$ cat src/rtl/core/flm_pkg.sv
// Shared types, constants and opcodes for the fault latch monitor.
package flm_pkg;

  localparam int unsigned ERR_W      = 11;
  localparam int unsigned COND_W     = 7;
  localparam int unsigned DEB_N      = 5;
  localparam int unsigned DEB_W      = 3;
  localparam int unsigned TICK_W     = 16;
  localparam int unsigned STALL_W    = 6;
  localparam int unsigned CFG_IDX_W  = 4;
  localparam int unsigned CFG_DATA_W = 16;

  localparam logic [DEB_W-1:0]   HYST_COUNT  = 3'd5;
  localparam logic [STALL_W-1:0] STALL_LIMIT = 6'd50;

  // Error bit positions.
  localparam int unsigned B_HH_LOW  = 0;
  localparam int unsigned B_ST_LOW  = 1;
  localparam int unsigned B_MN_LOW  = 2;
  localparam int unsigned B_WT_LOW  = 3;
  localparam int unsigned B_WS_HIGH = 4;
  localparam int unsigned B_WS_FULL = 5;
  localparam int unsigned B_ADC     = 6;
  localparam int unsigned B_SWITCH  = 7;
  localparam int unsigned B_BROWN   = 8;

  typedef enum logic [3:0] {
    OP_TICK    = 4'd0,
    OP_DETECT  = 4'd1,
    OP_CLEAR   = 4'd2,
    OP_SET     = 4'd3,
    OP_ARM     = 4'd4,
    OP_DISARM  = 4'd5,
    OP_ADC_NEW = 4'd6,
    OP_TAKE    = 4'd7,
    OP_INIT    = 4'd8
  } opcode_t;

  typedef enum logic [CFG_IDX_W-1:0] {
    CFG_HH_LOW    = 4'd0,
    CFG_HH_ACTIVE = 4'd1,
    CFG_ST_LOW    = 4'd2,
    CFG_MN_LOW    = 4'd3,
    CFG_WT_LOW    = 4'd4,
    CFG_WS_HIGH   = 4'd5,
    CFG_WS_FULL   = 4'd6,
    CFG_TIMEOUT   = 4'd7
  } cfg_idx_t;

  typedef struct packed {
    logic [3:0]       opcode;
    logic [ERR_W-1:0] mask;
    logic [15:0]      house_mv;
    logic [15:0]      starter_mv;
    logic [15:0]      v_mains;
    logic [7:0]       water_level;
    logic [7:0]       waste_level;
    logic             household_on;
    logic [5:0]       reset_flags;
  } in_item_t;

  typedef struct packed {
    logic [ERR_W-1:0] error_bits;
    logic [ERR_W-1:0] rising_bits;
    logic             relay_off_pulse;
  } out_item_t;

  typedef struct packed {
    logic [15:0] household_low_mv;
    logic [15:0] household_active_mv;
    logic [15:0] starter_low_mv;
    logic [15:0] mains_low_mv;
    logic [7:0]  water_low_pct;
    logic [7:0]  waste_high_pct;
    logic [7:0]  waste_full_pct;
    logic [15:0] switch_timeout_ticks;
  } cfg_t;

endpackage

$ cat src/rtl/core/flm_cfg_regs.sv
// Threshold and timeout configuration registers.
module flm_cfg_regs (
  input  logic                               clk,
  input  logic                               rst_n,
  input  logic                               wr_en,
  input  logic [flm_pkg::CFG_IDX_W-1:0]      wr_index,
  input  logic [flm_pkg::CFG_DATA_W-1:0]     wr_data,
  output flm_pkg::cfg_t                      cfg
);

  flm_pkg::cfg_t cfg_r;
  flm_pkg::cfg_t cfg_nxt;

  always_comb begin
    cfg_nxt = cfg_r;
    if (wr_en) begin
      unique case (flm_pkg::cfg_idx_t'(wr_index))
        flm_pkg::CFG_HH_LOW:    cfg_nxt.household_low_mv     = wr_data;
        flm_pkg::CFG_HH_ACTIVE: cfg_nxt.household_active_mv  = wr_data;
        flm_pkg::CFG_ST_LOW:    cfg_nxt.starter_low_mv       = wr_data;
        flm_pkg::CFG_MN_LOW:    cfg_nxt.mains_low_mv         = wr_data;
        flm_pkg::CFG_WT_LOW:    cfg_nxt.water_low_pct        = wr_data[7:0];
        flm_pkg::CFG_WS_HIGH:   cfg_nxt.waste_high_pct       = wr_data[7:0];
        flm_pkg::CFG_WS_FULL:   cfg_nxt.waste_full_pct       = wr_data[7:0];
        flm_pkg::CFG_TIMEOUT:   cfg_nxt.switch_timeout_ticks = wr_data;
        default: ;
      endcase
    end
  end

  always_ff @(posedge clk) begin
    if (!rst_n) begin
      cfg_r.household_low_mv     <= 16'd11500;
      cfg_r.household_active_mv  <= 16'd13000;
      cfg_r.starter_low_mv       <= 16'd11000;
      cfg_r.mains_low_mv         <= 16'd11000;
      cfg_r.water_low_pct        <= 8'd25;
      cfg_r.waste_high_pct       <= 8'd75;
      cfg_r.waste_full_pct       <= 8'd100;
      cfg_r.switch_timeout_ticks <= 16'd300;
    end else begin
      cfg_r <= cfg_nxt;
    end
  end

  assign cfg = cfg_r;

endmodule

$ cat src/rtl/core/flm_cond.sv
// Live fault conditions from the sample fields and the thresholds.
module flm_cond (
  input  flm_pkg::in_item_t                item,
  input  flm_pkg::cfg_t                    cfg,
  input  logic [flm_pkg::STALL_W-1:0]      stall_count,
  output logic [flm_pkg::COND_W-1:0]       cond
);

  always_comb begin
    cond = '0;
    cond[flm_pkg::B_HH_LOW]  = (item.house_mv != 16'd0) &&
                               (item.house_mv < cfg.household_low_mv);
    cond[flm_pkg::B_ST_LOW]  = (item.starter_mv != 16'd0) &&
                               (item.starter_mv < cfg.starter_low_mv);
    cond[flm_pkg::B_MN_LOW]  = item.household_on && (item.v_mains != 16'd0) &&
                               (item.v_mains < cfg.mains_low_mv);
    cond[flm_pkg::B_WT_LOW]  = item.water_level <= cfg.water_low_pct;
    cond[flm_pkg::B_WS_HIGH] = item.waste_level >= cfg.waste_high_pct;
    cond[flm_pkg::B_WS_FULL] = item.waste_level >= cfg.waste_full_pct;
    cond[flm_pkg::B_ADC]     = stall_count >= flm_pkg::STALL_LIMIT;
  end

endmodule

$ cat src/rtl/core/flm_core.sv
// Latched error state, debounce counters and watchdog, updated once per transaction.
module flm_core (
  input  logic                clk,
  input  logic                rst_n,
  input  logic                step,
  input  flm_pkg::in_item_t   item,
  input  flm_pkg::cfg_t       cfg,
  output flm_pkg::out_item_t  result
);

  logic [flm_pkg::ERR_W-1:0]   latched_r, latched_nxt;
  logic [flm_pkg::ERR_W-1:0]   reported_r, reported_nxt;
  logic [flm_pkg::DEB_W-1:0]   deb_r [flm_pkg::DEB_N];
  logic [flm_pkg::DEB_W-1:0]   deb_nxt [flm_pkg::DEB_N];
  logic                        armed_r, armed_nxt;
  logic [flm_pkg::TICK_W-1:0]  ticks_r, ticks_nxt;
  logic [flm_pkg::STALL_W-1:0] stall_r, stall_nxt;
  logic [flm_pkg::COND_W-1:0]  cond;
  logic [flm_pkg::ERR_W-1:0]   eff;

  flm_cond u_cond (
    .item        (item),
    .cfg         (cfg),
    .stall_count (stall_r),
    .cond        (cond)
  );

  assign eff = item.mask & ~{{(flm_pkg::ERR_W - flm_pkg::COND_W){1'b0}}, cond};

  always_comb begin
    latched_nxt  = latched_r;
    reported_nxt = reported_r;
    deb_nxt      = deb_r;
    armed_nxt    = armed_r;
    ticks_nxt    = ticks_r;
    stall_nxt    = stall_r;
    result.rising_bits     = '0;
    result.relay_off_pulse = 1'b0;

    case (flm_pkg::opcode_t'(item.opcode))
      flm_pkg::OP_TICK: begin
        if (armed_r && (ticks_r != '0)) begin
          ticks_nxt = ticks_r - 1'b1;
        end
        if (stall_r < flm_pkg::STALL_LIMIT) begin
          stall_nxt = stall_r + 1'b1;
        end
      end
      flm_pkg::OP_DETECT: begin
        for (int i = 0; i < flm_pkg::DEB_N; i++) begin
          if (cond[i]) begin
            if (deb_r[i] < flm_pkg::HYST_COUNT) begin
              deb_nxt[i] = deb_r[i] + 1'b1;
              if (deb_nxt[i] == flm_pkg::HYST_COUNT) begin
                latched_nxt[i] = 1'b1;
              end
            end
          end else begin
            deb_nxt[i] = '0;
          end
        end
        if (cond[flm_pkg::B_WS_FULL]) begin
          latched_nxt[flm_pkg::B_WS_FULL] = 1'b1;
        end
        if (armed_r) begin
          // Confirmation voltage wins over an expired count.
          if (item.house_mv > cfg.household_active_mv) begin
            armed_nxt = 1'b0;
          end else if (ticks_r == '0) begin
            result.relay_off_pulse          = 1'b1;
            latched_nxt[flm_pkg::B_SWITCH] = 1'b1;
            armed_nxt                       = 1'b0;
          end
        end
        if (cond[flm_pkg::B_ADC]) begin
          latched_nxt[flm_pkg::B_ADC] = 1'b1;
        end
      end
      flm_pkg::OP_CLEAR: begin
        latched_nxt  = latched_r & ~eff;
        reported_nxt = reported_r & ~eff;
      end
      flm_pkg::OP_SET: begin
        latched_nxt = latched_r | item.mask;
      end
      flm_pkg::OP_ARM: begin
        armed_nxt = 1'b1;
        ticks_nxt = cfg.switch_timeout_ticks;
      end
      flm_pkg::OP_DISARM: begin
        armed_nxt = 1'b0;
      end
      flm_pkg::OP_ADC_NEW: begin
        stall_nxt = '0;
      end
      flm_pkg::OP_TAKE: begin
        result.rising_bits = latched_r & ~reported_r;
        reported_nxt       = latched_r;
      end
      flm_pkg::OP_INIT: begin
        latched_nxt  = '0;
        reported_nxt = '0;
        for (int i = 0; i < flm_pkg::DEB_N; i++) begin
          deb_nxt[i] = '0;
        end
        armed_nxt = 1'b0;
        ticks_nxt = '0;
        stall_nxt = '0;
        if (!item.reset_flags[0]) begin
          latched_nxt[flm_pkg::B_BROWN] = 1'b1;
        end
      end
      default: ;
    endcase

    result.error_bits = latched_nxt;
  end

  always_ff @(posedge clk) begin
    if (!rst_n) begin
      latched_r  <= '0;
      reported_r <= '0;
      for (int i = 0; i < flm_pkg::DEB_N; i++) begin
        deb_r[i] <= '0;
      end
      armed_r <= 1'b0;
      ticks_r <= '0;
      stall_r <= '0;
    end else if (step) begin
      latched_r  <= latched_nxt;
      reported_r <= reported_nxt;
      deb_r      <= deb_nxt;
      armed_r    <= armed_nxt;
      ticks_r    <= ticks_nxt;
      stall_r    <= stall_nxt;
    end
  end

endmodule

$ cat src/rtl/core/fault_latch_monitor_core.sv
// An accepted transaction is held in the input register, then its result is offered
// from the result register. Throughput: one transaction per cycle unless out_ready
// stalls; each item's state update is a single pass through the condition compares
// and flag logic between input and result registers. Reset (synchronous, active low)
// clears error words, counters and watchdog and loads threshold register defaults.
module fault_latch_monitor_core (
  input  logic                           clk,
  input  logic                           rst_n,
  input  logic                           in_valid,
  output logic                           in_ready,
  input  flm_pkg::in_item_t              in_item,
  output logic                           out_valid,
  input  logic                           out_ready,
  output flm_pkg::out_item_t             out_item,
  input  logic                           cfg_valid,
  output logic                           cfg_ready,
  input  logic [flm_pkg::CFG_IDX_W-1:0]  cfg_index,
  input  logic [flm_pkg::CFG_DATA_W-1:0] cfg_data
);

  logic                in_valid_r;
  flm_pkg::in_item_t   in_item_r;
  logic                out_valid_r;
  flm_pkg::out_item_t  out_item_r;
  flm_pkg::cfg_t       cfg;
  flm_pkg::out_item_t  result;
  logic                advance;

  // The held item moves on whenever the result register is empty or being drained.
  assign advance   = in_valid_r && (!out_valid_r || out_ready);
  assign in_ready  = !in_valid_r || advance;
  assign cfg_ready = 1'b1;

  flm_cfg_regs u_cfg (
    .clk      (clk),
    .rst_n    (rst_n),
    .wr_en    (cfg_valid && cfg_ready),
    .wr_index (cfg_index),
    .wr_data  (cfg_data),
    .cfg      (cfg)
  );

  flm_core u_core (
    .clk    (clk),
    .rst_n  (rst_n),
    .step   (advance),
    .item   (in_item_r),
    .cfg    (cfg),
    .result (result)
  );

  always_ff @(posedge clk) begin
    if (!rst_n) begin
      in_valid_r  <= 1'b0;
      out_valid_r <= 1'b0;
    end else begin
      if (in_ready) begin
        in_valid_r <= in_valid;
      end
      if (advance) begin
        out_valid_r <= 1'b1;
      end else if (out_ready) begin
        out_valid_r <= 1'b0;
      end
    end
  end

  always_ff @(posedge clk) begin
    if (in_valid && in_ready) begin
      in_item_r <= in_item;
    end
    if (advance) begin
      out_item_r <= result;
    end
  end

  assign out_valid = out_valid_r;
  assign out_item  = out_item_r;

endmodule

$ cat config.mk
export PLATFORM = sky130hd
export DESIGN_NAME = fault_latch_monitor_core
export DESIGN_NICKNAME = d
export VERILOG_FILES = /design/src/rtl/core/flm_pkg.sv /design/src/rtl/core/flm_cfg_regs.sv /design/src/rtl/core/flm_cond.sv /design/src/rtl/core/flm_core.sv /design/src/rtl/core/fault_latch_monitor_core.sv
export SDC_FILE = /design/constraint.sdc
export NUM_CORES = 1
export LEC_CHECK = 0
export BUFFER_PORTS_ARGS = -buffer_cell sky130_fd_sc_hd__buf_2
export CORE_AREA = 3 3 151 182
export DETAILED_ROUTE_END_ITERATION = 10
export DIE_AREA = 0 0 154 185
export HOLD_SLACK_MARGIN = 0.12
export PLACE_DENSITY = 0.72
export SLEW_MARGIN = 20
export SYNTH_ARGS = -nofsm -noshare
export SYNTH_HDL_FRONTEND = slang
export SYNTH_SLANG_ARGS = --single-unit
$ cat constraint.sdc
create_clock -name clk -period 3 [get_ports clk]
set_input_delay 0 -clock clk [delete_from_list [all_inputs] [get_ports clk]]
set_output_delay 0 -clock clk [all_outputs]
set_load 0.02 [all_outputs]
==> impl_metrics.env <==
export IMPL_tightest_slew_ps=1070
export IMPL_p_leak_nw=6.38
export IMPL_dp_slack_ps=562
export IMPL_yosysMostFrequentCell="nand2_1"
export IMPL_ioPinCount=137
export IMPL_dieHeight_um=185
export IMPL_clk_pin_slew_ps=60
export IMPL_dr_total_vias=11000
export IMPL_path_cells="ha_1 -> a211o_1 -> a21oi_1 -> a21oi_1 -> a211oi_1 -> buf_4 -> a41oi_1 -> o21ai_0"
export IMPL_routed_wl_um=32800
export IMPL_grtUsageTotal=0.225
export IMPL_max_vdd_ir_drop_uv=473
export IMPL_hpwl_um=21700
export IMPL_grt_pass1_wl_um=53500
export IMPL_clk_insertion_delay_late_ps=540
export IMPL_via_per_inst=5.60
export IMPL_drv_cap=0
export IMPL_pwr_density_cell_nw_per_um2=526
export IMPL_drtPass1Iterations=5
export IMPL_antenna_found_initial=0
export IMPL_syn_nets=1593
export IMPL_nets=1814
export IMPL_drt_initial_drc_count=825
export IMPL_final_period_utilization=0.819
export IMPL_htreeDepth=1
export IMPL_layout_setup_ws_ps=542
export IMPL_slowest_delay_ps=480
export IMPL_gp_congestion=0.836
export IMPL_syn_cell_area_um2=13100
export IMPL_hold_class="in2reg"
export IMPL_syn2layout_area_growth_pct=23.0
export IMPL_final_area_um2=16100
export IMPL_synth_seq_cells=270
export IMPL_r2r_slack_ps=540
export IMPL_synth_area_leaders="dfxtp_1 25%, edfxtp_1 24%, ha_1 9.4%"
export IMPL_yosys_area_top_type="dfxtp_1"
export IMPL_grt_ovfl_total=0
export IMPL_placed_cell_area_um2=14000
export IMPL_ant_nets=0
export IMPL_synth_edf_count=104
export IMPL_slew_headroom=0.279
export IMPL_hold_viol=0
export IMPL_yosys_top_cells_count="221 x nand2_1, 166 x dfxtp_1, 117 x inv_1"
export IMPL_maxSlewViolCount=0
export IMPL_min_period_ps=2460
export IMPL_arrival_ps=2910
export IMPL_timing_fmax_mhz=407
export IMPL_antennaDiodeCount=0
export IMPL_fp_coreArea_um2=25700
export IMPL_synthCells=1384
export IMPL_end_kind="register"
export IMPL_path_class="reg2reg"
export IMPL_post_drt_wl_per_cell_um=16.7
export IMPL_rows=64
export IMPL_worst_clock_skew_ps=14.7
export IMPL_rsz0062_at_grt="no"
export IMPL_yosys_area_top_type_share=0.255
export IMPL_finalSetupTns_ps=0
export IMPL_clk_path_buf_depth=3
export IMPL_yosysUniqueCellTypes=78
export IMPL_status="completed"
export IMPL_drc=0
export IMPL_required_ps=3450
export IMPL_clock_sinks=270
export IMPL_yosysSeqAreaShare=0.494
export IMPL_post_cts_buffers=0
export IMPL_setup_viol=0
export IMPL_cts_inserted_buffers=28
export IMPL_fillers=2073
export IMPL_cts_tree="done"
export IMPL_numPortBuffers=130
export IMPL_synth_avg_cell_area_um2=9.43
export IMPL_cp_common_cell="a21oi_1"
export IMPL_setup_worst_path_start_class="register"
export IMPL_cp_slowest_cell="a211oi_1"
export IMPL_cts_resized=0
export IMPL_ys_async_sr_fraction=0
export IMPL_ys_warn_count=0
export IMPL_grt_pass1_vias=10800
export IMPL_cts_root_buf="clkbuf_16"
export IMPL_die_w_um=154
export IMPL_synth_main_ff_cell="dfxtp_1"
export IMPL_crit_buf_inv=1
export IMPL_grt_start_max_net_pins=55
export IMPL_start_util=0.508
export IMPL_cp_max_fo=7
export IMPL_critPathTopFamily="compound AO/OA/AOI/OAI gates"
export IMPL_drive_gt1_frac=0.134
export IMPL_design_die_area_um2=28500
[where the power goes]
part,switching [mW],total [mW],leakage [nW],internal [mW]
Clock,1.40,3.61,0.477,2.21
Combinational,0.458,0.813,3.55,0.355
Sequential,0.0859,4.02,2.35,3.94
[registers in the layout, indices dropped and copies added, names as in the netlist]
name               count
in_item_r             81
in_valid_r             1
out_item              23
out_valid              1
u_cfg.cfg            104
u_core.armed_r         1
u_core.deb_r          15
u_core.latched_r      11
u_core.reported_r     11
u_core.stall_r         6
u_core.ticks_r        16
[through the flow]
| step | util | power, mW | std cells | hold slack [ps] |
|---|---|---|---|---|
| after floorplan | - | 4.53 | 1384 | 98.9 |
| after global placement | 0.546 | 4.77 | 1800 | 176 |
| after detailed placement | 0.546 | 4.80 | 1800 | 178 |
| after CTS | 0.625 | 8.49 | 1957 | 148 |
| after global routing | 0.625 | 8.76 | 1957 | 161 |
| final | 0.625 | 8.45 | 1957 | 170 |
[cells by family after synthesis]
family                   count (synthesis)  synth area share
flip-flops                             270             0.494
XOR/XNOR                                 9           0.00604
buffers and inverters                  187            0.0572
other                                    1          0.000287
AND/OR/NAND/NOR                        456             0.165
multiplexers                            15            0.0116
adder cells (fa/ha/maj)                 98            0.0939
AO/OA/AOI/OAI                          348             0.172
[placed cells by master (no fill, tap or decap), types with 5 or more instances in the layout]
cell / count
or4_1: 5
o41ai_1: 7
a21o_1: 10
nand2b_1: 5
nand3_1: 20
dlygate4sd3_1: 105
nor3_1: 24
edfxtp_1: 104
o31ai_1: 7
o211ai_1: 44
nand4_1: 19
nor4_1: 22
clkbuf_1: 7
xor2_1: 7
clkinv_2: 6
nand2_1: 221
a22oi_1: 13
nor3b_1: 15
o21ai_0: 64
ha_1: 98
dfxtp_1: 166
a22o_1: 6
a41oi_1: 6
nor2b_1: 10
clkbuf_16: 30
nor2_1: 81
mux2i_1: 14
a211oi_1: 20
o21a_1: 14
a21oi_1: 108
a31oi_1: 9
buf_4: 23
inv_1: 117
buf_2: 130
[path summary, 6_finish.rpt]
path,startpoint,endpoint,depth (start not counted)
worst min register to register,u_cfg.cfg[48],u_cfg.cfg[48],2
worst min-delay path,in_item[59],in_item_r[59],2
worst max-delay path,in_item_r[48],u_core.deb_r[9],8
worst max register to register,in_item_r[48],u_core.deb_r[9],8
[per-layer routing]
| metal | share of wire | track usage | vias to the layer above | routed length (um) |
|---|---|---|---|---|
| met5 | 0 | 0 | - | 0 |
| met4 | 0.029 | 0.0731 | 0 | 937 |
| met2 | 0.49 | 0.401 | 329 | 16100 |
| met1 | 0.43 | 0.285 | 5166 | 14100 |
| met3 | 0.052 | 0.0290 | 60 | 1710 |
| li1 | - | - | 5408 | - |
[layout make-up]
type                            count  area (um^2)  share of cell area
Clock buffer                       39          805              0.0501
Clock inverter                     13          161              0.0101
Sequential cell                   270         6450               0.402
Timing Repair Buffer              260         1910               0.119
Multi-Input combinational cell    927         5870               0.366
Inverter                          118          443              0.0276
Tap cell                          330          413              0.0257
[what timing repair did]
action,CTS,global route
hold endpoints to repair,231,0
hold buffers,105,0
setup endpoints to repair,0,0
Power figures use the tool's default switching activity.
